## src/hw/rtl/scl_pkg.sv

```systemverilog
// Shared types, widths and test codes for the shape collision tester.
// Used by every stage module and by the top level; depends on nothing.
package scl_pkg;

   localparam int COORD_BITS = 24;
   localparam int SIZE_BITS  = COORD_BITS - 1;
   localparam int DIFF_BITS  = COORD_BITS + 3;
   localparam int OPND_BITS  = COORD_BITS + 1;
   localparam int SQR_BITS   = 2 * OPND_BITS;
   localparam int RAD_BITS   = COORD_BITS;
   localparam int MODE_BITS  = 4;

   localparam logic [MODE_BITS-1:0] MODE_RECT_IN_RECT = 4'd0;
   localparam logic [MODE_BITS-1:0] MODE_CIRC_IN_CIRC = 4'd1;
   localparam logic [MODE_BITS-1:0] MODE_CIRC_IN_RECT = 4'd2;
   localparam logic [MODE_BITS-1:0] MODE_RECT_IN_CIRC = 4'd3;
   localparam logic [MODE_BITS-1:0] MODE_RECT_RECT    = 4'd4;
   localparam logic [MODE_BITS-1:0] MODE_CIRC_CIRC    = 4'd5;
   localparam logic [MODE_BITS-1:0] MODE_RECT_CIRC    = 4'd6;
   localparam logic [MODE_BITS-1:0] MODE_PT_IN_RECT   = 4'd7;
   localparam logic [MODE_BITS-1:0] MODE_PT_IN_CIRC   = 4'd8;

   typedef logic signed [DIFF_BITS-1:0] diff_type;

   // how the last stage forms the answer
   typedef enum logic [1:0] {
      KIND_FIXED,
      KIND_LE,
      KIND_LT4
   } kind_type;

   typedef struct packed {
      logic [MODE_BITS-1:0]         mode;
      logic signed [COORD_BITS-1:0] a_x;
      logic signed [COORD_BITS-1:0] a_y;
      logic [SIZE_BITS-1:0]         a_width;
      logic [SIZE_BITS-1:0]         a_height;
      logic [SIZE_BITS-1:0]         a_radius;
      logic signed [COORD_BITS-1:0] b_x;
      logic signed [COORD_BITS-1:0] b_y;
      logic [SIZE_BITS-1:0]         b_width;
      logic [SIZE_BITS-1:0]         b_height;
      logic [SIZE_BITS-1:0]         b_radius;
   } req_type;

   typedef struct packed {
      logic [MODE_BITS-1:0] mode;
      diff_type             dxa;
      diff_type             dya;
      diff_type             dxe;
      diff_type             dye;
      diff_type             dxb;
      diff_type             dyb;
      diff_type             dxeb;
      diff_type             dyeb;
      diff_type             qx;
      diff_type             qy;
      diff_type             tx;
      diff_type             ty;
      diff_type             ux;
      diff_type             uy;
      diff_type             rawx;
      diff_type             rawy;
      logic [SIZE_BITS-1:0] aw;
      logic [SIZE_BITS-1:0] ah;
      logic [RAD_BITS-1:0]  rad;
      logic                 rad_ok;
   } s1_type;

   typedef struct packed {
      kind_type             kind;
      logic                 fixed_hit;
      logic [OPND_BITS-1:0] m0;
      logic [OPND_BITS-1:0] m1;
      logic [OPND_BITS-1:0] m2;
      logic [OPND_BITS-1:0] m3;
      logic [OPND_BITS-1:0] m4;
   } s2_type;

   typedef struct packed {
      kind_type            kind;
      logic                fixed_hit;
      logic [SQR_BITS-1:0] sx0;
      logic [SQR_BITS-1:0] sy0;
      logic [SQR_BITS-1:0] sx1;
      logic [SQR_BITS-1:0] sy1;
      logic [SQR_BITS-1:0] sr;
   } s3_type;

endpackage

```

## src/hw/rtl/scl_decide.sv

```systemverilog
// Stage 4: sums of squares against the squared radius, final hit register.
// Depends on scl_pkg.
module scl_decide
   import scl_pkg::*;
(
   input  logic   clock,
   input  logic   reset,
   input  logic   up_valid,
   output logic   up_ready,
   input  s3_type up_data,
   output logic   dn_valid,
   input  logic   dn_ready,
   output logic   dn_hit
);

   logic              valid_ff;
   logic              valid_in;
   logic              hit_ff;
   logic              hit_in;
   logic [SQR_BITS:0] d00, d10, d01, d11, r2;

   always_comb begin
      d00 = {1'b0, up_data.sx0} + {1'b0, up_data.sy0};
      d10 = {1'b0, up_data.sx1} + {1'b0, up_data.sy0};
      d01 = {1'b0, up_data.sx0} + {1'b0, up_data.sy1};
      d11 = {1'b0, up_data.sx1} + {1'b0, up_data.sy1};
      r2  = {1'b0, up_data.sr};
      unique case (up_data.kind)
         KIND_LE:  hit_in = (d00 <= r2);
         KIND_LT4: hit_in = (d00 < r2) && (d10 < r2) && (d01 < r2) && (d11 < r2);
         default:  hit_in = up_data.fixed_hit;
      endcase
   end

   assign up_ready = !valid_ff || dn_ready;
   assign valid_in = up_ready ? up_valid : valid_ff;

   always_ff @(posedge clock) begin
      if (reset) begin
         valid_ff <= 1'b0;
      end else begin
         valid_ff <= valid_in;
      end
   end

   always_ff @(posedge clock) begin
      if (up_ready && up_valid) begin
         hit_ff <= hit_in;
      end
   end

   assign dn_valid = valid_ff;
   assign dn_hit   = hit_ff;

endmodule

```

## config.mk

```make
export PLATFORM = sky130hd
export DESIGN_NAME = scl_decide
export DESIGN_NICKNAME = d
export VERILOG_FILES = /design/src/hw/rtl/scl_pkg.sv /design/src/hw/rtl/scl_decide.sv
export SDC_FILE = /design/constraint.sdc
export NUM_CORES = 1
export LEC_CHECK = 0
export CORE_ASPECT_RATIO = 1.5
export CORE_UTILIZATION = 50
export CTS_CLUSTER_SIZE = 8
export DETAILED_ROUTE_END_ITERATION = 16
export DONT_BUFFER_PORTS = 1
export PLACE_DENSITY = 0.61
export SLEW_MARGIN = 20
export SYNTH_ARGS = -nofsm -noshare
export SYNTH_HDL_FRONTEND = slang
export SYNTH_SLANG_ARGS = --single-unit
```

## constraint.sdc

```tcl
create_clock -name clock -period 14.4 [get_ports clock]
set_clock_uncertainty 0.2 [all_clocks]
set_input_delay 0.72 -clock clock [delete_from_list [all_inputs] [get_ports clock]]
set_output_delay 0.72 -clock clock [all_outputs]
set_load 0.05 [all_outputs]
```

* Word level (Yosys, flattened, before mapping)
Index checks and enable logic that the tools add are counted.
** Cells by class
- Equality and inequality tests :: 2
- Reductions and logical operators :: 6
- Add/sub/neg operators :: 4
- Muxes and demuxes :: 1
- Order comparisons :: 5
** Operators with widths (number)
- adder 50 x 50 -> 51 bit :: 4
- less-than comparator 51 x 50 -> 1 bit :: 4
- <= comparator 51 x 50 -> 1 bit :: 1
- logical AND 1 bit :: 4
- == test 2 x 1 -> 1 bit (second input constant) :: 1
- == test 2 bit (second input constant) :: 1
- case mux 1 bit (2 select lines) :: 1
- zero test 1 bit :: 1
- logical OR 1 bit :: 1
** Word-level totals
- Output and inout port bits :: 3
- Flip-flop bits (word level) :: 2
- Logic and storage cells :: 20
- Input port bits :: 257

* Longest topological paths before layout
Gate-level depths: netlist (run 1).
- Word-level depth :: 6
- Mapped depth :: 24
- Depth with buffers taken out :: 24

* Worst setup path before layout (run 1)
Ideal clock, no wire load.
- Kind :: in2reg
- From :: in up_data[150] in the netlist's numbering
- To :: reg hit_ff, in the netlist dn_hit (data pin)
- Path buffers :: 0
- Arrival :: 5.344 ns
- Library setup time :: 0.146 ns
- Required time :: 14.054 ns
- Stages on the path :: 23
- Path slack :: 8.710 ns
- Cell sequence :: ha_1 -> fa_1 -> a211oi_1 -> o21ai_1 -> a211oi_1 -> nor3_1 -> nor2_1 -> a21oi_1 -> a31oi_1 -> o21bai_1 -> a21oi_1 -> xnor2_1 -> ha_1 -> a21o_1 -> a221o_1 -> a21oi_1 -> nand2_1 -> a211oi_1 -> o211ai_1 -> a2111oi_0 -> o2111ai_1 -> or4_1 -> a21oi_1
** On the way
- Cells in the longest elaborated chain, start to end :: 6
** RTL lines
- start: declaration :: line scl_decide.sv:10 : input s3_type up_data,
- adder 50 x 50 -> 51 bit (on tied branches) :: line scl_decide.sv:23, scl_decide.sv:24
- less-than comparator 51 x 50 -> 1 bit :: line scl_decide.sv:30 : KIND_LT4: hit_in = (d00 < r2) && (d10 < r2) && (d01 < r2) && (d11 < r2);
- logical AND 1 bit (3 in series) :: line scl_decide.sv:30
- case mux 1 bit (2 select lines) (*) :: line scl_decide.sv:28 : unique case (up_data.kind)
- net hit_in :: line scl_decide.sv:19 : logic hit_in;
- end signal: assignment :: line scl_decide.sv:48 : hit_ff <= hit_in;
- end: declaration :: line scl_decide.sv:18 : logic hit_ff;
Mark *: on every way through the listed nets, which the timed path passes. The rest lies on a longest branch.
A chain may end at the register's enable or synchronous reset.

* Worst setup path in the final report (run 1)
Ends and elaborated chain as after synthesis.

==> metrics.cfg, run 1 <==
[sta]
max_freq_mhz=151.3
period_share_pct=45.89
rsz0062_at_grt=false
fin_setup_tns_ns=0
hold_viol_final=0
relSlewSlack_pct=33.31
finalMaxSlewViolations=0
tightestPinTransition_ns=0.9943
min_period_ns=6.608
setup_viol=0

[route]
drtIter0Drc=864
drt_first_pass_iters=7
drc=0
wl_um=56580
via_count=15670
wl_per_cell_um=23.59
vias_per_cell=6.536
ant_nets=0

[final_layout]
regArea_um2=50.05
nNetsFinal=2669
areaGrowthSynthToFinish_pct=3.059
drive_gt1_share_pct=1.643
fill_cells=2957
multi_input_area_mm2=0.01430
final_cells=2398
antenna_cells=0

[setup_path]
slowest_delay_ns=0.55
critical_path.endpoint=dn_hit
critPathLaunch=up_data[150]
end_kind=flip-flop
critPathLaunchType=primary input
r2r_slack_ns=12.51
crit_chain=ha_1, fa_1, a211oi_1, o21ai_1, a211oi_1, nor3_1, nor2_1, a21oi_1, a31oi_1, o21bai_1, a21oi_1, xnor2_1, ha_1, a21o_1, a221o_1, a21oi_1, nand2_1, a211oi_1, o211ai_1, a2111oi_0, o2111ai_1, or4_1, a21oi_1
crit_arrival_ns=6.48
cpMaxStageDelayCell=or4_1
crit_path_frequent_cell=a21oi_1
timing.rr.end=dn_hit
path_class=primary input to flip-flop
regToRegStartpoint=dn_valid
worst-path-max-fanout=3
crit_required_ns=14.27
rr_worst_depth=2

[yosys]
syn-num-nets=2695
synth_cell_types=78
yosys.area.top_type_share_pct=33.62
synth-async-reset-ratio_pct=0
yosysMostFrequentCell=ha_1
synth_edf_count=1
ys.flop_type=edfxtp_1
syn_avg_cell_area_um2=7.296
synthTopCellsByCount=ha_1 (399), a21oi_1 (263), nand2_1 (133), nor2_1 (133), xnor2_1 (124)
yosys-top-cells-area=ha_1 (34%), a21oi_1 (8.9%), xnor2_1 (7.3%)
yosysWarnings=0
ys_seq_area_share_pct=0.3371
netlist_instances=2035
synth_top_cell_by_area=ha_1
synth.ff_latch_count=2
synth_area_mm2=0.01485

[place]
place_hpwl_um=50470
place_congestion=1.010
numPortBuffers=0
place_inst=2394

[job]
drv_cap=0

[global_route]
grt_overflow=0
grt_max_degree=10
grt_pass1_vias=15270
grt_pass1_wl_um=83990
antenna_found_initial=1
grt_usage_pct=36.48

[die]
die_area_mm2=0.03040
die_w_um=142.7
ioPinCount=260
initial_utilization_pct=51.19
row_count=76
core_mm2=0.02900
die_h_um=213.1

[cts]
ctsRootBufferMaster=clkbuf_16
numCtsBuffers=3
tritoncts=done
cts-htree-levels=1
cts_resized=0
cts_setup_buffers=0
clk_pin_slew_ns=0.03
clk_latency_ns=0.22
cts_hold_buf=0
cts.path.max_buffers=2
cts.sinks=2

[power_and_ir_drop]
power_density_mw_per_mm2=60.01
p_leak_nw=7.193
irDropWorstVdd_v=0.00003050

[status]
status=finished clean

[hold_path]
hold_start=reset
hp-class=primary input to flip-flop

state kept, by name, indices dropped and copies added, names as in the netlist:
name / cells
dn_valid: 1
dn_hit: 1
cells in the final DEF, fill, tap and decap left out, types with 30 or more instances in the layout:
master and count:
nand4_1 55, a21o_1 103, nand3_1 58, a211oi_1 39
nand2_1 133, nor3_1 34, inv_1 101, nand2b_1 30
xnor2_1 124, a21oi_1 263, a31oi_1 30, o21ai_0 116
nor2_1 133, xor2_1 54, ha_1 399
layer usage:
metal | track usage, % | share of wire (%) | up-vias
li1 | - | - | 7736
met1 | 38.22 | 37 | 7215
met2 | 65.58 | 48 | 571
met3 | 5.338 | 6.1 | 150
met4 | 27.36 | 8.6 | 2
met5 | 0 | 0.023 | -
area by class of cell:
| type | instances | area share, % |
|---|---|---|
| tap | 390 | 3.189 |
| sequential | 2 | 0.3271 |
| inverter | 102 | 2.502 |
| multi-input combinational | 1899 | 93.42 |
| timing repair buffer | 1 | 0.04906 |
| clock buffer | 4 | 0.5151 |
power breakdown:
part / internal, mW / total, mW / switching, mW
registers: 0.00669 / 0.00889 / 0.00220
logic: 0.360 / 0.865 / 0.505
clock network: 0.0366 / 0.0445 / 0.00792
critical path: cells and delay by family:
kind / cells / cell delay [ns]
adder cells (fa/ha/maj): 3 / 0.93
AO/OA/AOI/OAI: 15 / 3.55
XOR/XNOR: 1 / 0.14
AND/OR/NAND/NOR: 4 / 1.14
kinds of logic after synthesis:
kind of cell             share of synthesized area (%)
adder cells (fa/ha/maj)                          34.16
AO/OA/AOI/OAI                                    33.55
XOR/XNOR                                         10.50
AND/OR/NAND/NOR                                  18.07
flip-flops                                      0.3371
buffers and inverters                            3.388
how the worst min path moves through the flow:
stage                     endpoint  slack [ns]  cells after the start
after floorplan           dn_valid        0.59                      1
after global placement    dn_valid        0.59                      1
after detailed placement  dn_valid        0.59                      1
after CTS                 dn_valid        0.36                      1
after global routing      dn_valid        0.37                      1
final                     dn_valid        0.36                      1
through the flow:
stage / power, mW / setup slack (ns) / hold WS [ns] / util [%] / cell area (um^2)
floorplan: 0.6561 / 8.710 / 0.5891 / - / 14850
global placement: 0.8435 / 7.751 / 0.5895 / 52.49 / 15220
detailed placement: 0.8536 / 7.661 / 0.5919 / 52.49 / 15220
CTS: 0.9056 / 7.836 / 0.3632 / 52.76 / 15300
global route: 1.020 / 7.386 / 0.3674 / 52.76 / 15300
finish: 0.9182 / 7.792 / 0.3638 / 52.76 / 15300
No activity file was read; power rests on OpenSTA's default activity.
==> inputs of run 2 (changes only) <==
--- a/config.mk
+++ b/config.mk
@@ -10,7 +10,7 @@
 export CTS_CLUSTER_SIZE = 8
 export DETAILED_ROUTE_END_ITERATION = 16
 export DONT_BUFFER_PORTS = 1
-export PLACE_DENSITY = 0.61
+export PLACE_DENSITY = 0.64
 export SLEW_MARGIN = 20
 export SYNTH_ARGS = -nofsm -noshare
 export SYNTH_HDL_FRONTEND = slang
==> constraint.sdc (replaced) <==
create_clock -name clock -period 5.4 [get_ports clock]
set_clock_uncertainty 0.2 [all_clocks]
set_input_delay 0.27 -clock clock [delete_from_list [all_inputs] [get_ports clock]]
set_output_delay 0.27 -clock clock [all_outputs]
set_load 0.05 [all_outputs]
==> metrics.cfg, run 2 (synthesized netlist as in run 1, its figures left out) <==
[status]
status=finished clean

[hold_path]
min_path_cells=2
hold_start=up_data[250]
hp-class=primary input to flip-flop
whs_endpoint=dn_hit

[global_route]
grt_usage_pct=40.13
grt_max_degree=10
antenna_found_initial=2
grt_pass1_wl_um=92450
grt_overflow=0
grt_pass1_vias=16980

[die]
row_count=76
initial_utilization_pct=51.19
die_w_um=142.7
core_mm2=0.02900
die_h_um=213.1
die_area_mm2=0.03040
ioPinCount=260

[route]
ant_nets=0
drc=0
wl_um=62230
wl_per_cell_um=23.33
drtIter0Drc=1098
drt_first_pass_iters=5
vias_per_cell=6.460
via_count=17230

[final_layout]
areaGrowthSynthToFinish_pct=19.47
layout_commonest_cell=ha_1
nNetsFinal=2935
final_cell_mix=ha_1 (397), buf_4 (265), a21oi_1 (252)
drive_gt1_share_pct=16.09

[place]
place_ws_ns=-0.4772
place_hpwl_um=55000
numPortBuffers=0
place_congestion=1.057

[setup_path]
crit_arrival_ns=5.19
worst-path-max-fanout=4
crit_chain=ha_2, fa_2, a211oi_4, o21ai_2, a221oi_4, o32ai_4, a21oi_4, a21o_1, a211o_1, nor2b_4, o21ai_1, xor2_1, ha_1, a21o_1, a21o_1, a21oi_2, o2111ai_2, a21oi_1, o2111ai_1, a2111oi_2, o2111ai_2, or4_4, a21oi_2
path_delay_family=compound AO/OA/AOI/OAI gates
critPathLaunch=up_data[100]
path_class=primary input to flip-flop
crit_path_frequent_cell=a21o_1
slowest_delay_ns=0.44
cpMaxStageDelayCell=or4_4
end_kind=flip-flop
timing.rr.end=dn_valid
cp.buffers_inverters=0
rr_worst_depth=3
r2r_slack_ns=3.21
regToRegStartpoint=dn_valid
critPathLaunchType=primary input
crit_required_ns=5.29

[sta]
period_share_pct=98.08
min_period_ns=5.297
relSlewSlack_pct=38.56
fin_setup_tns_ns=0
setup_viol=0
max_freq_mhz=188.8
finalMaxSlewViolations=0
hold_viol_final=0
tightestPinTransition_ns=0.8984
finalWorstSetupSlack_ns=0.1035

[cts]
numCtsBuffers=3
cts.sinks=2
ctsRootBufferMaster=clkbuf_16
clk_pin_slew_ns=0.03
cts-htree-levels=1
cts.path.max_buffers=2
clk_latency_ns=0.23
tritoncts=done

[power_and_ir_drop]
power_density_mw_per_mm2=161.6
irDropWorstVdd_v=0.00008719
power_frac_seq_pct=0.8
p_int_mw=1.345
p_leak_nw=8.556
comb_power_share_pct=94.9
sw_frac_of_total_pct=53.07
clock_power_share_pct=4.3
switchingPower_mw=1.521

[job]
drv_cap=0

[run 2: cell types whose count changed in the layout (fill, tap and decap cells not counted), moves of 5 or more]
cell / delta
a211oi_1: -11
a211oi_2: +8
a2111oi_0: -5
a21oi_1: -11
a21oi_2: +10
buf_4: +264
a2111oi_2: +5
[run 2: power by group through the flow]
stage / registers (mW) / logic [mW] / clock network, mW
final: 0.0239 / 2.72 / 0.123
after global routing: 0.0239 / 2.99 / 0.123
after CTS: 0.0238 / 2.62 / 0.123
after detailed placement: 0.0240 / 2.55 / 0
after global placement: 0.0240 / 2.51 / 0
after floorplan: 0.0231 / 1.73 / 0
[run 2: metrics by stage]
| step | hold slack, ns | utilization, % | cell area (um^2) | total power, mW | std cells |
|---|---|---|---|---|---|
| 2_1_floorplan | 0.1391 | - | 14850 | 1.750 | 2035 |
| 3_3_place_gp | 0.1399 | 59.09 | 17140 | 2.534 | 2649 |
| 3_5_place_dp | 0.1426 | 59.09 | 17140 | 2.574 | 2649 |
| 4_1_cts | 0.1286 | 60.11 | 17430 | 2.767 | 2658 |
| 5_1_grt | 0.1275 | 61.16 | 17740 | 3.135 | 2667 |
| 6_report | 0.1039 | 61.16 | 17740 | 2.867 | 2667 |
[run 2: metal layers]
layer | global-route usage [%] | wire length, um | up-vias
met3 | 6.706 | 3947 | 272
met1 | 39.32 | 21830 | 8000
li1 | - | - | 8263
met2 | 71.50 | 29820 | 693
met4 | 37.52 | 6631 | 0
met5 | 0 | 0 | -
[run 2: layout make-up]
type,instances,area [um^2]
antenna,3,7.507
clock buffer,4,78.83
fill,2807,11260
inverter,102,382.9
multi-input combinational,1899,14720
sequential,2,50.05
tap,390,488.0
timing repair buffer,267,2009
[run 2: worst reg2reg max path: cells and delay by family, from the launching register on]
family	cells	cell delay (ns)
simple gates	1	0.47
flops	1	0.63
buf+inv	1	0.57
compound gates	1	0.27
[run 2: how the worst max path moves through the flow]
stage                     endpoint  slack (ns)  depth (start not counted)
final                       dn_hit        0.10                         23
after global routing        dn_hit       -0.10                         24
after CTS                   dn_hit       0.004                         24
after detailed placement    dn_hit       -0.48                         24
after global placement      dn_hit       -0.42                         24
after floorplan             dn_hit        0.16                         23
[run 2: timing repair]
item	4_1_cts	5_1_grt
setup buffers	3	7
hold buffers	2	0
pin swaps	23	52
hold endpoints to repair	1	0
setup endpoints to repair	1	1
resized for setup	34	55
cloned	0	0
==> inputs of run 3 (changes only) <==
--- a/config.mk
+++ b/config.mk
@@ -5,13 +5,14 @@
 export SDC_FILE = /design/constraint.sdc
 export NUM_CORES = 1
 export LEC_CHECK = 0
+export ABC_AREA = 1
 export CORE_ASPECT_RATIO = 1.5
 export CORE_UTILIZATION = 50
 export CTS_CLUSTER_SIZE = 8
 export DETAILED_ROUTE_END_ITERATION = 16
 export DONT_BUFFER_PORTS = 1
 export PLACE_DENSITY = 0.64
-export SLEW_MARGIN = 20
+export SLEW_MARGIN = 30
 export SYNTH_ARGS = -nofsm -noshare
 export SYNTH_HDL_FRONTEND = slang
 export SYNTH_SLANG_ARGS = --single-unit
==> metrics.cfg, run 3 <==
[final_layout]
final_cell_mix=nand2_1 (518), ha_1 (399), a21oi_1 (371)
areaGrowthSynthToFinish_pct=3.926
drive_gt1_share_pct=3.728
layout_commonest_cell=nand2_1
fill_cells=3538
multi_input_area_mm2=0.01536
regArea_um2=50.05
nNetsFinal=3370

[cts]
clk_pin_slew_ns=0.03
cts_hold_buf=1
cts.path.max_buffers=2
clk_latency_ns=0.22
numCtsBuffers=3
cts_setup_buffers=0
cts_resized=0
cts.sinks=2
cts-htree-levels=1
tritoncts=done
ctsRootBufferMaster=clkbuf_16

[power_and_ir_drop]
power_density_mw_per_mm2=153.2
p_leak_nw=8.661
power_mw=2.659
irDropWorstVdd_v=0.0001199

[yosys]
ys.flop_type=edfxtp_1
ys_seq_area_share_pct=0.2997
yosysMostFrequentCell=nand2_1
synth_top_family_by_area=adder cells
synthTopCellsByCount=nand2_1 (518), ha_1 (399), a21oi_1 (371)
synth.ff_latch_count=2
synth_cell_types=58
yosysWarnings=0
muxShareOfSynthArea_pct=0
synth_area_mm2=0.01670
synth-async-reset-ratio_pct=0
synth-adder-area-share_pct=30.38
synth-compound-area-share_pct=25.22
yosys.area_share.simple_pct=26.33
syn_avg_cell_area_um2=6.175
netlist_instances=2704
synth_top_cell_by_area=ha_1
yosys-top-cells-area=ha_1 (30%), nand2_1 (12%), a21oi_1 (11%)
yosys.area.top_type_share_pct=29.90
syn-num-nets=3364
synth_xor_xnor_area_share_pct=10.06
synth_edf_count=1

[setup_path]
crit_path_frequent_cell=nand2_1
crit_required_ns=5.27
critPathLaunchType=primary input
cp.buffers_inverters=0
crit_arrival_ns=4.65
cpMaxStageDelayCell=nor3_1
path_class=primary input to flip-flop
path_delay_family=simple AND/OR/NAND/NOR gates
worst-path-max-fanout=4
end_kind=flip-flop
crit_chain=ha_1, fa_1, nand3_1, nand2_2, a21oi_2, o21ai_2, a21oi_2, o21bai_1, nand2_1, nand2_1, a21oi_1, xnor2_1, ha_1, nand2_1, nor3_1, nand4_1, nor4b_1, nand2_1, nand2_1, a21oi_1, a21oi_1
slowest_delay_ns=0.67

[global_route]
grt_pass1_vias=19010
grt_overflow=0
antenna_found_initial=14
grt_usage_pct=45.58
grt_pass1_wl_um=112800
grt_max_degree=7

[route]
wl_per_cell_um=24.74
drtIter0Drc=1384
vias_per_cell=6.140
via_count=19300
wl_um=77770
drt_first_pass_iters=7
drc=0
ant_nets=0

[place]
place_hpwl_um=68460
place_congestion=1.115
place_ws_ns=0.4659
numPortBuffers=0

[sta]
period_share_pct=88.42
hold-worst-slack_ns=0.004936
setup_viol=0
max_freq_mhz=209.4
rsz0062_at_grt=false
finalWorstSetupSlack_ns=0.6252
finalMaxSlewViolations=0
min_period_ns=4.775
tightestPinTransition_ns=0.8296
relSlewSlack_pct=44.27
fin_setup_tns_ns=0
hold_viol_final=0

[die]
ioPinCount=260
die_h_um=225.8
row_count=81
die_w_um=151.2
die_area_mm2=0.03415
initial_utilization_pct=51.01
core_mm2=0.03274

[status]
status=finished clean

[hold_path]
hp-class=primary input to flip-flop

[job]
drv_cap=0

-- run 3: worst reg2reg max path, delay by kind of cell (launching register included) --
| kind | cells | cell delay [ns] |
|---|---|---|
| compound gates | 1 | 0.24 |
| flops | 1 | 0.64 |
| simple gates | 1 | 0.45 |
-- run 3: cells by family (layout without fill, tap and decap cells) --
kind of cell,Yosys count,in the layout
and+or+nand+nor,1042,1042
adders and majority gates,403,403
buffers and inverters,343,348
AOI/OAI and AO/OA,723,723
xor gates and xnor gates,191,191
other,0,19
DFF,2,2
-- run 3: layout make-up --
type	count	area share, %
inverters	343	7.419
well taps	415	2.992
clock buffers	4	0.4542
diodes	19	0.2740
repair buffers	1	0.05768
multi-input cells	2359	88.52
flip-flops and latches	2	0.2884
-- run 3: path summary, 6_finish.rpt --
check                           endpoint         start  cells past startpoint  slack (ns)
worst max-delay path              dn_hit  up_data[150]                     21        0.63
worst min-delay path            dn_valid      up_valid                      2       0.005
worst max register to register  dn_valid      dn_valid                      2        3.80
worst min register to register    dn_hit      dn_valid                      1        0.85
-- run 3: through the flow --
| stage | std cells | area (um^2) | util [%] |
|---|---|---|---|
| 2_1_floorplan | 2704 | 16700 | - |
| 3_3_place_gp | 3119 | 17220 | 52.60 |
| 6_report | 3143 | 17350 | 53.01 |
| 5_1_grt | 3139 | 17340 | 52.98 |
| 3_5_place_dp | 3119 | 17220 | 52.60 |
| 4_1_cts | 3124 | 17310 | 52.87 |
-- run 3: power by group --
part	switching (mW)	leakage (nW)	internal (mW)
Combinational	1.59	8.60	0.929
Sequential	0.00547	0.0182	0.0178
Clock	0.0210	0.0383	0.0975
-- run 3: metal layers --
layer  part of all wire (%)  vias up  global-route usage (%)
met5                  0.035        -                       0
met4                     14        4                   52.42
met3                     11      424                   15.92
met2                     44     1029                   72.53
met1                     31     8482                   42.26
li1                       -     9359                       -
